==> src/hw/rtl/lfps_pkg.sv <==
`timescale 1ns / 1ps
// ----------------------------------------------------------------------------
// lfps_pkg
// shared widths, types, register indexes and sensor weights for the
// proportional line-follow steering block
// ----------------------------------------------------------------------------
package lfps_pkg;

  localparam int unsigned SENSOR_LANES = 5;
  localparam int unsigned DUTY_W       = 10;
  localparam int unsigned KP_W         = 8;
  localparam int unsigned SUM_W        = 3;   // count of seen sensors, 0..5
  localparam int unsigned WSUM_W       = 3;   // signed weighted sum, -3..3
  localparam int unsigned NUM_W        = 13;  // numerator magnitude, up to 5115
  localparam int unsigned DIV_STEPS    = NUM_W;
  localparam int unsigned CNT_W        = $clog2(DIV_STEPS);
  localparam int unsigned CFG_IDX_W    = 2;

  localparam logic [KP_W-1:0]   KP_RST     = KP_W'(50);
  localparam logic [DUTY_W-1:0] BASE_RST   = DUTY_W'(650);
  localparam logic [DUTY_W-1:0] SEARCH_RST = DUTY_W'(250);
  localparam logic [DUTY_W-1:0] MAXD_RST   = DUTY_W'(1000);

  typedef enum logic [CFG_IDX_W-1:0] {
    CFG_KP         = 2'd0,
    CFG_BASE_SPEED = 2'd1,
    CFG_SEARCH     = 2'd2,
    CFG_MAX_DUTY   = 2'd3
  } cfg_idx_e;

  typedef enum logic [1:0] {
    ST_IDLE,
    ST_DIV,
    ST_WRITE
  } state_e;

  // controller to datapath commands
  typedef struct packed {
    logic load;      // capture item and form numerators
    logic step;      // one restoring divide step on both wheels
    logic out_load;  // write the result register
  } lfps_cmd_t;

  // weight of sensor lane i: -2 .. 2 from bit 0 to bit 4
  function automatic logic signed [WSUM_W-1:0] lane_weight(input int unsigned lane);
    logic signed [WSUM_W-1:0] w;
    unique case (lane)
      0:       w = -3'sd2;
      1:       w = -3'sd1;
      2:       w = 3'sd0;
      3:       w = 3'sd1;
      default: w = 3'sd2;
    endcase
    return w;
  endfunction

endpackage

==> src/hw/rtl/lfps_if.sv <==
`timescale 1ns / 1ps
// ----------------------------------------------------------------------------
// lfps_in_if / lfps_out_if
// valid/ready channels carrying sensor items in and steering items out
// ----------------------------------------------------------------------------
interface lfps_in_if;
  logic       valid;
  logic       ready;
  logic [4:0] sensor_pins;
  logic       running;

  modport source (output valid, output sensor_pins, output running, input ready);
  modport sink   (input valid, input sensor_pins, input running, output ready);
endinterface

interface lfps_out_if;
  logic       valid;
  logic       ready;
  logic [9:0] left_duty;
  logic [9:0] right_duty;
  logic       left_reverse;
  logic       right_reverse;
  logic       searching;

  modport source (output valid, output left_duty, output right_duty, output left_reverse,
                  output right_reverse, output searching, input ready);
  modport sink   (input valid, input left_duty, input right_duty, input left_reverse,
                  input right_reverse, input searching, output ready);
endinterface

==> src/hw/rtl/lfps_ctrl.sv <==
`timescale 1ns / 1ps
// ----------------------------------------------------------------------------
// lfps_ctrl
// sequencer: accept an item, run the divide steps, write the result
// ----------------------------------------------------------------------------
module lfps_ctrl (
  input  logic                clk_i,
  input  logic                rst_ni,
  input  logic                in_valid_i,
  output logic                in_ready_o,
  input  logic                out_ready_i,
  output logic                out_valid_o,
  output lfps_pkg::lfps_cmd_t cmd_o
);

  lfps_pkg::state_e                state_q, state_d;
  logic [lfps_pkg::CNT_W-1:0]      cnt_q, cnt_d;
  logic                            out_valid_q, out_valid_d;

  always_ff @(posedge clk_i or negedge rst_ni) begin
    if (!rst_ni) begin
      state_q     <= lfps_pkg::ST_IDLE;
      cnt_q       <= '0;
      out_valid_q <= 1'b0;
    end else begin
      state_q     <= state_d;
      cnt_q       <= cnt_d;
      out_valid_q <= out_valid_d;
    end
  end

  always_comb begin
    state_d    = state_q;
    cnt_d      = cnt_q;
    cmd_o      = '0;
    in_ready_o = 1'b0;
    unique case (state_q)
      lfps_pkg::ST_IDLE: begin
        in_ready_o = 1'b1;
        if (in_valid_i) begin
          cmd_o.load = 1'b1;
          cnt_d      = '0;
          state_d    = lfps_pkg::ST_DIV;
        end
      end
      lfps_pkg::ST_DIV: begin
        cmd_o.step = 1'b1;
        cnt_d      = cnt_q + 1'b1;
        if (cnt_q == lfps_pkg::CNT_W'(lfps_pkg::DIV_STEPS - 1)) begin
          state_d = lfps_pkg::ST_WRITE;
        end
      end
      lfps_pkg::ST_WRITE: begin
        if (!out_valid_q || out_ready_i) begin
          cmd_o.out_load = 1'b1;
          state_d        = lfps_pkg::ST_IDLE;
        end
      end
      default: begin
        state_d = lfps_pkg::ST_IDLE;
      end
    endcase
  end

  always_comb begin
    if (cmd_o.out_load) begin
      out_valid_d = 1'b1;
    end else if (out_ready_i) begin
      out_valid_d = 1'b0;
    end else begin
      out_valid_d = out_valid_q;
    end
  end

  assign out_valid_o = out_valid_q;

  // an accepted item always starts the divide
  a_accept_starts_div: assert property (@(posedge clk_i) disable iff (!rst_ni)
    (in_valid_i && in_ready_o) |=> (state_q == lfps_pkg::ST_DIV))
    else $error("accepted item did not start the divide");

  // a result only appears from the write state
  a_valid_from_write: assert property (@(posedge clk_i) disable iff (!rst_ni)
    $rose(out_valid_q) |-> ($past(state_q) == lfps_pkg::ST_WRITE))
    else $error("result valid rose outside the write state");

  // the step counter stays inside the divide length
  a_cnt_bound: assert property (@(posedge clk_i) disable iff (!rst_ni)
    (state_q == lfps_pkg::ST_DIV) |-> (cnt_q < lfps_pkg::CNT_W'(lfps_pkg::DIV_STEPS)))
    else $error("divide step counter overran");

  // a pending result is never overwritten
  a_no_overwrite: assert property (@(posedge clk_i) disable iff (!rst_ni)
    cmd_o.out_load |-> (!out_valid_q || out_ready_i))
    else $error("result register written while still pending");

endmodule

==> src/hw/rtl/lfps_dp.sv <==
`timescale 1ns / 1ps
// ----------------------------------------------------------------------------
// lfps_dp
// config registers, numerator build, restoring divider and duty clamp
// ----------------------------------------------------------------------------
module lfps_dp (
  input  logic                                   clk_i,
  input  logic                                   rst_ni,
  input  lfps_pkg::lfps_cmd_t                    cmd_i,
  input  logic [lfps_pkg::SENSOR_LANES-1:0]      sensor_pins_i,
  input  logic                                   running_i,
  input  logic                                   cfg_we_i,
  input  logic [lfps_pkg::CFG_IDX_W-1:0]         cfg_idx_i,
  input  logic [lfps_pkg::DUTY_W-1:0]            cfg_data_i,
  output logic [lfps_pkg::DUTY_W-1:0]            left_duty_o,
  output logic [lfps_pkg::DUTY_W-1:0]            right_duty_o,
  output logic                                   left_reverse_o,
  output logic                                   right_reverse_o,
  output logic                                   searching_o
);

  localparam int unsigned NW = lfps_pkg::NUM_W;
  localparam int unsigned SW = lfps_pkg::SUM_W;
  localparam int unsigned DW = lfps_pkg::DUTY_W;

  // config and control state
  logic [lfps_pkg::KP_W-1:0] kp_q;
  logic [DW-1:0]             base_q, search_q, maxd_q;
  logic                      last_pos_q;

  // per-item working registers
  logic          stop_q, lost_q, dir_pos_q;
  logic [SW-1:0] sum_q;
  logic [NW-1:0] lnum_q, rnum_q, lnum_d, rnum_d;
  logic [SW-1:0] lrem_q, rrem_q, lrem_d, rrem_d;
  logic          lneg_q, rneg_q;

  // result register
  logic [DW-1:0] left_duty_q, right_duty_q;
  logic          left_rev_q, right_rev_q, searching_q;

  // combinational numerator build
  logic [SW-1:0]            seen_cnt;
  logic signed [lfps_pkg::WSUM_W-1:0] wsum;
  logic [NW-1:0]            base_term;
  logic signed [NW:0]       kp_term, lnum_s, rnum_s;
  logic                     pos_err;

  always_comb begin
    seen_cnt = '0;
    wsum     = '0;
    for (int unsigned i = 0; i < lfps_pkg::SENSOR_LANES; i++) begin
      if (!sensor_pins_i[i]) begin
        seen_cnt = seen_cnt + 1'b1;
        wsum     = wsum + lfps_pkg::lane_weight(i);
      end
    end
    base_term = NW'(base_q) * NW'(seen_cnt);
    // both factors widened to the full signed width before the product
    kp_term   = $signed({{(NW - lfps_pkg::KP_W + 1){1'b0}}, kp_q}) *
                $signed({{(NW + 1 - lfps_pkg::WSUM_W){wsum[lfps_pkg::WSUM_W-1]}}, wsum});
    lnum_s    = $signed({1'b0, base_term}) + kp_term;
    rnum_s    = $signed({1'b0, base_term}) - kp_term;
    pos_err   = (wsum > 0);
  end

  function automatic logic [SW+NW-1:0] div_step(input logic [SW-1:0] rem,
                                                 input logic [NW-1:0] num,
                                                 input logic [SW-1:0] dvs);
    logic [SW:0] trial;
    logic        ge;
    logic [SW-1:0] rem_n;
    trial = {rem, num[NW-1]};
    ge    = (trial >= {1'b0, dvs});
    rem_n = ge ? SW'(trial - {1'b0, dvs}) : trial[SW-1:0];
    return {rem_n, num[NW-2:0], ge};
  endfunction

  always_comb begin
    {lrem_d, lnum_d} = div_step(lrem_q, lnum_q, sum_q);
    {rrem_d, rnum_d} = div_step(rrem_q, rnum_q, sum_q);
  end

  always_ff @(posedge clk_i or negedge rst_ni) begin
    if (!rst_ni) begin
      kp_q       <= lfps_pkg::KP_RST;
      base_q     <= lfps_pkg::BASE_RST;
      search_q   <= lfps_pkg::SEARCH_RST;
      maxd_q     <= lfps_pkg::MAXD_RST;
      last_pos_q <= 1'b0;
    end else begin
      if (cfg_we_i) begin
        unique case (lfps_pkg::cfg_idx_e'(cfg_idx_i))
          lfps_pkg::CFG_KP:         kp_q     <= cfg_data_i[lfps_pkg::KP_W-1:0];
          lfps_pkg::CFG_BASE_SPEED: base_q   <= cfg_data_i;
          lfps_pkg::CFG_SEARCH:     search_q <= cfg_data_i;
          lfps_pkg::CFG_MAX_DUTY:   maxd_q   <= cfg_data_i;
          default: ;
        endcase
      end
      if (cmd_i.load && running_i && (seen_cnt != '0)) begin
        last_pos_q <= pos_err;
      end
    end
  end

  always_ff @(posedge clk_i) begin
    if (cmd_i.load) begin
      stop_q    <= !running_i;
      lost_q    <= (seen_cnt == '0);
      dir_pos_q <= last_pos_q;
      sum_q     <= seen_cnt;
      lneg_q    <= lnum_s[NW];
      rneg_q    <= rnum_s[NW];
      lnum_q    <= lnum_s[NW] ? NW'(-lnum_s) : lnum_s[NW-1:0];
      rnum_q    <= rnum_s[NW] ? NW'(-rnum_s) : rnum_s[NW-1:0];
      lrem_q    <= '0;
      rrem_q    <= '0;
    end else if (cmd_i.step) begin
      lnum_q <= lnum_d;
      rnum_q <= rnum_d;
      lrem_q <= lrem_d;
      rrem_q <= rrem_d;
    end
  end

  // result selection and clamp
  logic [DW-1:0] search_d, lclamp, rclamp;
  always_comb begin
    search_d = (search_q > maxd_q) ? maxd_q : search_q;
    lclamp   = (lnum_q > NW'(maxd_q)) ? maxd_q : lnum_q[DW-1:0];
    rclamp   = (rnum_q > NW'(maxd_q)) ? maxd_q : rnum_q[DW-1:0];
  end

  always_ff @(posedge clk_i) begin
    if (cmd_i.out_load) begin
      priority if (stop_q) begin
        left_duty_q  <= '0;
        right_duty_q <= '0;
        left_rev_q   <= 1'b0;
        right_rev_q  <= 1'b0;
        searching_q  <= 1'b0;
      end else if (lost_q) begin
        left_duty_q  <= search_d;
        right_duty_q <= search_d;
        left_rev_q   <= !dir_pos_q;
        right_rev_q  <= dir_pos_q;
        searching_q  <= 1'b1;
      end else begin
        left_duty_q  <= lclamp;
        right_duty_q <= rclamp;
        left_rev_q   <= lneg_q && (lnum_q != '0);
        right_rev_q  <= rneg_q && (rnum_q != '0);
        searching_q  <= 1'b0;
      end
    end
  end

  assign left_duty_o     = left_duty_q;
  assign right_duty_o    = right_duty_q;
  assign left_reverse_o  = left_rev_q;
  assign right_reverse_o = right_rev_q;
  assign searching_o     = searching_q;

endmodule

==> src/hw/rtl/line_follow_p_steering_top.sv <==
`timescale 1ns / 1ps
// ----------------------------------------------------------------------------
// line_follow_p_steering_top
// proportional steering for a two-wheel line follower
// ----------------------------------------------------------------------------
// Each item carries five active-low sensor pins and a run flag and yields one
// steering item: a duty magnitude and reverse flag per wheel plus a search
// flag. The accepting edge captures the item and builds the signed numerators,
// a restoring divider follows (one quotient bit per cycle for both wheels at
// once, over the 13-bit numerator magnitude), and the write state clamps and
// writes the result register. The block is idle again the cycle after, so a
// new item is accepted only once the previous one reaches the result register,
// even while that result still waits to be taken; the write cycle of the next
// item waits for it. Config writes (kp, base speed, search speed, max duty)
// take effect at once and are meant to be done while the block is idle.
module line_follow_p_steering_top (
  input  logic                            clk_i,
  input  logic                            rst_ni,
  lfps_in_if.sink                         in_i,
  lfps_out_if.source                      out_o,
  input  logic                            cfg_we_i,
  input  logic [lfps_pkg::CFG_IDX_W-1:0]  cfg_idx_i,
  input  logic [lfps_pkg::DUTY_W-1:0]     cfg_data_i
);

  lfps_pkg::lfps_cmd_t cmd;

  // sequencer: handshakes and divide step count
  lfps_ctrl u_ctrl (
    .clk_i       (clk_i),
    .rst_ni      (rst_ni),
    .in_valid_i  (in_i.valid),
    .in_ready_o  (in_i.ready),
    .out_ready_i (out_o.ready),
    .out_valid_o (out_o.valid),
    .cmd_o       (cmd)
  );

  // datapath: config, numerators, divider, clamp and result register
  lfps_dp u_dp (
    .clk_i           (clk_i),
    .rst_ni          (rst_ni),
    .cmd_i           (cmd),
    .sensor_pins_i   (in_i.sensor_pins),
    .running_i       (in_i.running),
    .cfg_we_i        (cfg_we_i),
    .cfg_idx_i       (cfg_idx_i),
    .cfg_data_i      (cfg_data_i),
    .left_duty_o     (out_o.left_duty),
    .right_duty_o    (out_o.right_duty),
    .left_reverse_o  (out_o.left_reverse),
    .right_reverse_o (out_o.right_reverse),
    .searching_o     (out_o.searching)
  );

endmodule

==> src/flat_wrapper.sv <==
// flat-port wrapper written by rule: the top's interface ports become plain ports
module line_follow_p_steering_top_flat 
  (clk_i, rst_ni, cfg_we_i, cfg_idx_i, cfg_data_i, in_i_valid, in_i_sensor_pins, in_i_running, in_i_ready, out_o_valid, out_o_left_duty, out_o_right_duty, out_o_left_reverse, out_o_right_reverse, out_o_searching, out_o_ready);
  lfps_in_if in_i_i ();
  lfps_out_if out_o_i ();
  input  logic clk_i;
  input  logic rst_ni;
  input  logic cfg_we_i;
  input  logic [lfps_pkg::CFG_IDX_W-1:0] cfg_idx_i;
  input  logic [lfps_pkg::DUTY_W-1:0] cfg_data_i;
  input wire logic [$bits(in_i_i.valid)-1:0] in_i_valid;
  input wire logic [$bits(in_i_i.sensor_pins)-1:0] in_i_sensor_pins;
  input wire logic [$bits(in_i_i.running)-1:0] in_i_running;
  output wire logic [$bits(in_i_i.ready)-1:0] in_i_ready;
  output wire logic [$bits(out_o_i.valid)-1:0] out_o_valid;
  output wire logic [$bits(out_o_i.left_duty)-1:0] out_o_left_duty;
  output wire logic [$bits(out_o_i.right_duty)-1:0] out_o_right_duty;
  output wire logic [$bits(out_o_i.left_reverse)-1:0] out_o_left_reverse;
  output wire logic [$bits(out_o_i.right_reverse)-1:0] out_o_right_reverse;
  output wire logic [$bits(out_o_i.searching)-1:0] out_o_searching;
  input wire logic [$bits(out_o_i.ready)-1:0] out_o_ready;
  assign in_i_i.valid = in_i_valid;
  assign in_i_i.sensor_pins = in_i_sensor_pins;
  assign in_i_i.running = in_i_running;
  assign in_i_ready = in_i_i.ready;
  assign out_o_valid = out_o_i.valid;
  assign out_o_left_duty = out_o_i.left_duty;
  assign out_o_right_duty = out_o_i.right_duty;
  assign out_o_left_reverse = out_o_i.left_reverse;
  assign out_o_right_reverse = out_o_i.right_reverse;
  assign out_o_searching = out_o_i.searching;
  assign out_o_i.ready = out_o_ready;
  line_follow_p_steering_top u_core (.clk_i(clk_i), .rst_ni(rst_ni), .in_i(in_i_i), .out_o(out_o_i), .cfg_we_i(cfg_we_i), .cfg_idx_i(cfg_idx_i), .cfg_data_i(cfg_data_i));
endmodule
==> config.mk <==
export PLATFORM = sky130hd
export DESIGN_NAME = line_follow_p_steering_top_flat
export DESIGN_NICKNAME = d
export VERILOG_FILES = /design/src/hw/rtl/lfps_pkg.sv /design/src/hw/rtl/lfps_if.sv /design/src/hw/rtl/lfps_ctrl.sv /design/src/hw/rtl/lfps_dp.sv /design/src/hw/rtl/line_follow_p_steering_top.sv /design/src/flat_wrapper.sv
export SDC_FILE = /design/constraint.sdc
export NUM_CORES = 1
export LEC_CHECK = 0
export ABC_AREA = 1
export BUFFER_PORTS_ARGS = -buffer_cell sky130_fd_sc_hd__buf_4
export CORE_MARGIN = 1
export CORE_UTILIZATION = 28
export DETAILED_ROUTE_END_ITERATION = 10
export GPL_ROUTABILITY_DRIVEN = 0
export GPL_TIMING_DRIVEN = 0
export PLACE_DENSITY = 0.47
export SKIP_LAST_GASP = 1
export SLEW_MARGIN = 30
export SYNTH_ARGS = -nofsm -noshare
export SYNTH_HDL_FRONTEND = slang
export SYNTH_SLANG_ARGS = --single-unit
export TNS_END_PERCENT = 1
==> constraint.sdc <==
create_clock -name clk_i -period 6.55 [get_ports clk_i]
set_input_delay 1.31 -clock clk_i [delete_from_list [all_inputs] [get_ports clk_i]]
set_output_delay 1.31 -clock clk_i [all_outputs]
set_load 0.005 [all_outputs]
==> impl_metrics.json <==
{
  "detail_route.wl_per_cell_microns": 15.3,
  "grt_pass1_vias": 8531,
  "fill_cells": 3813,
  "port_buffers": 47,
  "rsz0062_at_grt": "true",
  "cp.arrival_ps": 6490,
  "comb_power_share_pct": 70.6,
  "hold_violations": 0,
  "dpl.hpwl_microns": 23200,
  "dieArea_sq_mm": 0.0359,
  "total_power_mw": 5.88,
  "place_ws_ps": -1090,
  "clock_latency_ps": 370,
  "ys_top_cells_by_count": "349 x nand2_1, 215 x inv_1, 152 x nand3_1",
  "syn_nets": 1499,
  "setup_slack_ps": 173,
  "worst_clock_skew_ps": 13.8,
  "cts_buffer_depth": 2,
  "clock_tree.root_cell": "clkbuf_16",
  "drc_errors": 0,
  "setup-violations-final": 0,
  "holdBufCountCts": 0,
  "rows": 68,
  "synth_area_leader_cell": "edfxtp_1",
  "cap_violations": 0,
  "fp.dieH_microns": 190,
  "io_pins": 48,
  "period_minus_slack_ps": 6380,
  "internal-power_mw": 2.73,
  "vias_per_cell": 4.72,
  "switchingPower_mw": 3.14,
  "grt_overflow": 0,
  "synthesis.area_sq_mm": 0.00985,
  "min-delay-start": "u_core.u_dp.last_pos_q$_DFFE_PN0P_",
  "synthCells": 1354,
  "p_per_area_mw_per_mm2": 500,
  "r2r_end": "u_core.u_dp.rnum_q[1]$_DFFE_PP_",
  "drt_wl_total_microns": 29000,
  "cts_tree": "done",
  "grt_usage_pct": 16.5,
  "r2r-start": "u_core.u_dp.kp_q[4]$_DFFE_PN1P_",
  "grt_pass1_wl_microns": 46200,
  "vias": 8965,
  "yosysWarnings": 0,
  "p_sw_share_pct": 53.5,
  "avgSynthCellArea_sq_um": 7.27,
  "grt_max_degree": 47,
  "whs_endpoint": "u_core.u_dp.dir_pos_q$_DFFE_PP_",
  "cpMaxStageDelayCell": "fa_1",
  "synthFlopType": "edfxtp_1",
  "status": "finished clean",
  "synth_edf_count": 57,
  "tightest_slew_ps": 662,
  "synthTopCellsByArea": "edfxtp_1 17%, nand2_1 13%, ha_1 13%",
  "leakagePower_nw": 5.78,
  "worst_r2r_path_depth": 27,
  "multiInputGateArea_sq_mm": 0.00617,
  "start_util_pct": 28.5,
  "synth.top_cell.area_share_pct": 17.4,
  "synth_async_sr_flop_share_pct": 42.2,
  "drive_above_1_share_pct": 17.0,
  "drtPass1Iterations": 5,
  "area_growth_pct": 19.3,
  "crit_type": "input pin to flop",
  "antenna_left": 0,
  "clock_power_share_pct": 9.9,
  "cts.sinks": 109,
  "synth-seq-cells": 109,
  "fp.dieW_microns": 190,
  "clkTransAtPathRegs_ps": 80,
  "drtIter0Drc": 641,
  "crit_fanout": 8,
  "ir_drop_mv": 0.174,
  "timing.final.crit_share_pct": 97.4,
  "n_antenna_cell": 0,
  "holdPathStages": 0,
  "hold_class": "flop to flop",
  "maxSlewViolCount": 0,
  "crit_top_cell": "inv_2",
  "antenna_found_initial": 0,
  "cp.required_ps": 6670,
  "fmax_ghz": 0.157,
  "regArea_sq_mm": 0.00301,
  "max_stage_delay_ps": 390,
  "start_kind": "input pin",
  "cts_max_level": 3,
  "pwr-share-seq_pct": 19.6,
  "slew_headroom_pct": 55.9,
  "crit_path_end_kind": "flop",
  "nNetsFinal": 1583,
  "numCtsBuffers": 9,
  "synthDistinctLibCells": 53,
  "yosysMostFrequentCell": "nand2_1",
  "ff2ff_setup_slack_ps": 1720,
  "synth-seq-area-share_pct": 30.5,
  "core_area_sq_mm": 0.0345
}
how the worst max path moves through the flow:
stage / from / end / slack, ps / depth (start not counted)
2_1_floorplan: in_i_sensor_pins[1] / u_core.u_dp.rnum_q[8]$_DFFE_PP_ / 40 / 39
4_1_cts: in_i_sensor_pins[0] / u_core.u_dp.rnum_q[1]$_DFFE_PP_ / 10 / 39
3_3_place_gp: in_i_sensor_pins[1] / u_core.u_dp.rnum_q[12]$_DFFE_PP_ / -990 / 37
3_5_place_dp: in_i_sensor_pins[1] / u_core.u_dp.rnum_q[12]$_DFFE_PP_ / -1090 / 37
5_1_grt: in_i_sensor_pins[0] / u_core.u_dp.lnum_q[6]$_DFFE_PP_ / -110 / 39
6_report: in_i_sensor_pins[1] / u_core.u_dp.rnum_q[1]$_DFFE_PP_ / 170 / 39
state kept, by name, indices dropped and copies added (netlist names), 4 cells and up:
signal and cells:
u_core.u_dp.lnum_q 13, u_core.u_dp.rnum_q 13, u_core.u_dp.base_q 10, u_core.u_dp.left_duty_o 10
u_core.u_dp.maxd_q 10, u_core.u_dp.right_duty_o 10, u_core.u_dp.search_q 10, u_core.u_dp.kp_q 8
u_core.u_ctrl.cnt_q 4
worst max-delay path, delay by kind of cell:
family	cells	cell delay (ps)
adder cells (fa/ha/maj)	6	1640
XOR/XNOR	2	290
AND/OR/NAND/NOR	12	1300
buffers and inverters	12	920
AO/OA/AOI/OAI	7	990
kinds of logic (layout without fill, tap and decap cells):
family / count (synthesis) / after routing / share of synthesized area (%)
adders and majority gates: 122 / 122 / 17.1
DFF: 109 / 109 / 30.5
AOI/OAI and AO/OA: 179 / 179 / 10.2
buffers and inverters: 260 / 349 / 10.7
and+or+nand+nor: 654 / 654 / 28.8
xor gates and xnor gates: 30 / 30 / 2.74
timing repair:
item / CTS / global route
gates resized for setup: 55 / 53
cloned: 2 / 0
endpoints found under the setup margin: 26 / 25
pin swaps: 23 / 32
buffers inserted: 19 / 7
cell type report:
type,count,share of cell area [%]
buffer,36,1.82
clock buffer,11,2.25
clock inverter,5,0.415
inverter,222,7.32
multi-input combinational,985,52.5
sequential,109,25.6
tap,455,4.85
timing repair buffer,75,5.23
metal layers:
metal  GRT usage (%)  vias up  share of wire (%)
li1                -     4556                  -
met1            23.3     4235                 49
met2            26.7      154                 47
met3            2.32       20                3.2
met4            3.69        0                1.1
met5               0        -                  0
cell usage in the layout (no fill, tap or decap), types with 27 or more instances in the layout:
cell,n
nor2_1,89
a21oi_1,59
nand2_1,341
dfrtp_1,27
nand3_1,140
buf_4,75
o21ai_0,64
edfxtp_1,57
ha_1,91
inv_1,199
metrics by stage:
step	utilization, %	std cells	instance area, sq um	TNS (ps)	hold slack [ps]
3_3_place_gp	31.3	1856	10800	-22860	434
4_1_cts	33.3	1892	11500	0	461
2_1_floorplan	-	1354	9880	0	425
5_1_grt	34.0	1898	11700	-1440	470
6_report	34.0	1898	11700	0	459
3_5_place_dp	31.3	1856	10800	-25450	441
power by group through the flow:
stage          sequential (mW)  combinational (mW)  clock [mW]
2_1_floorplan             1.09                2.95           0
3_3_place_gp              1.16                3.84           0
3_5_place_dp              1.17                3.88           0
4_1_cts                   1.15                4.04       0.599
5_1_grt                   1.17                4.71       0.622
6_report                  1.15                4.15       0.580
Power figures use the tool's default switching activity.
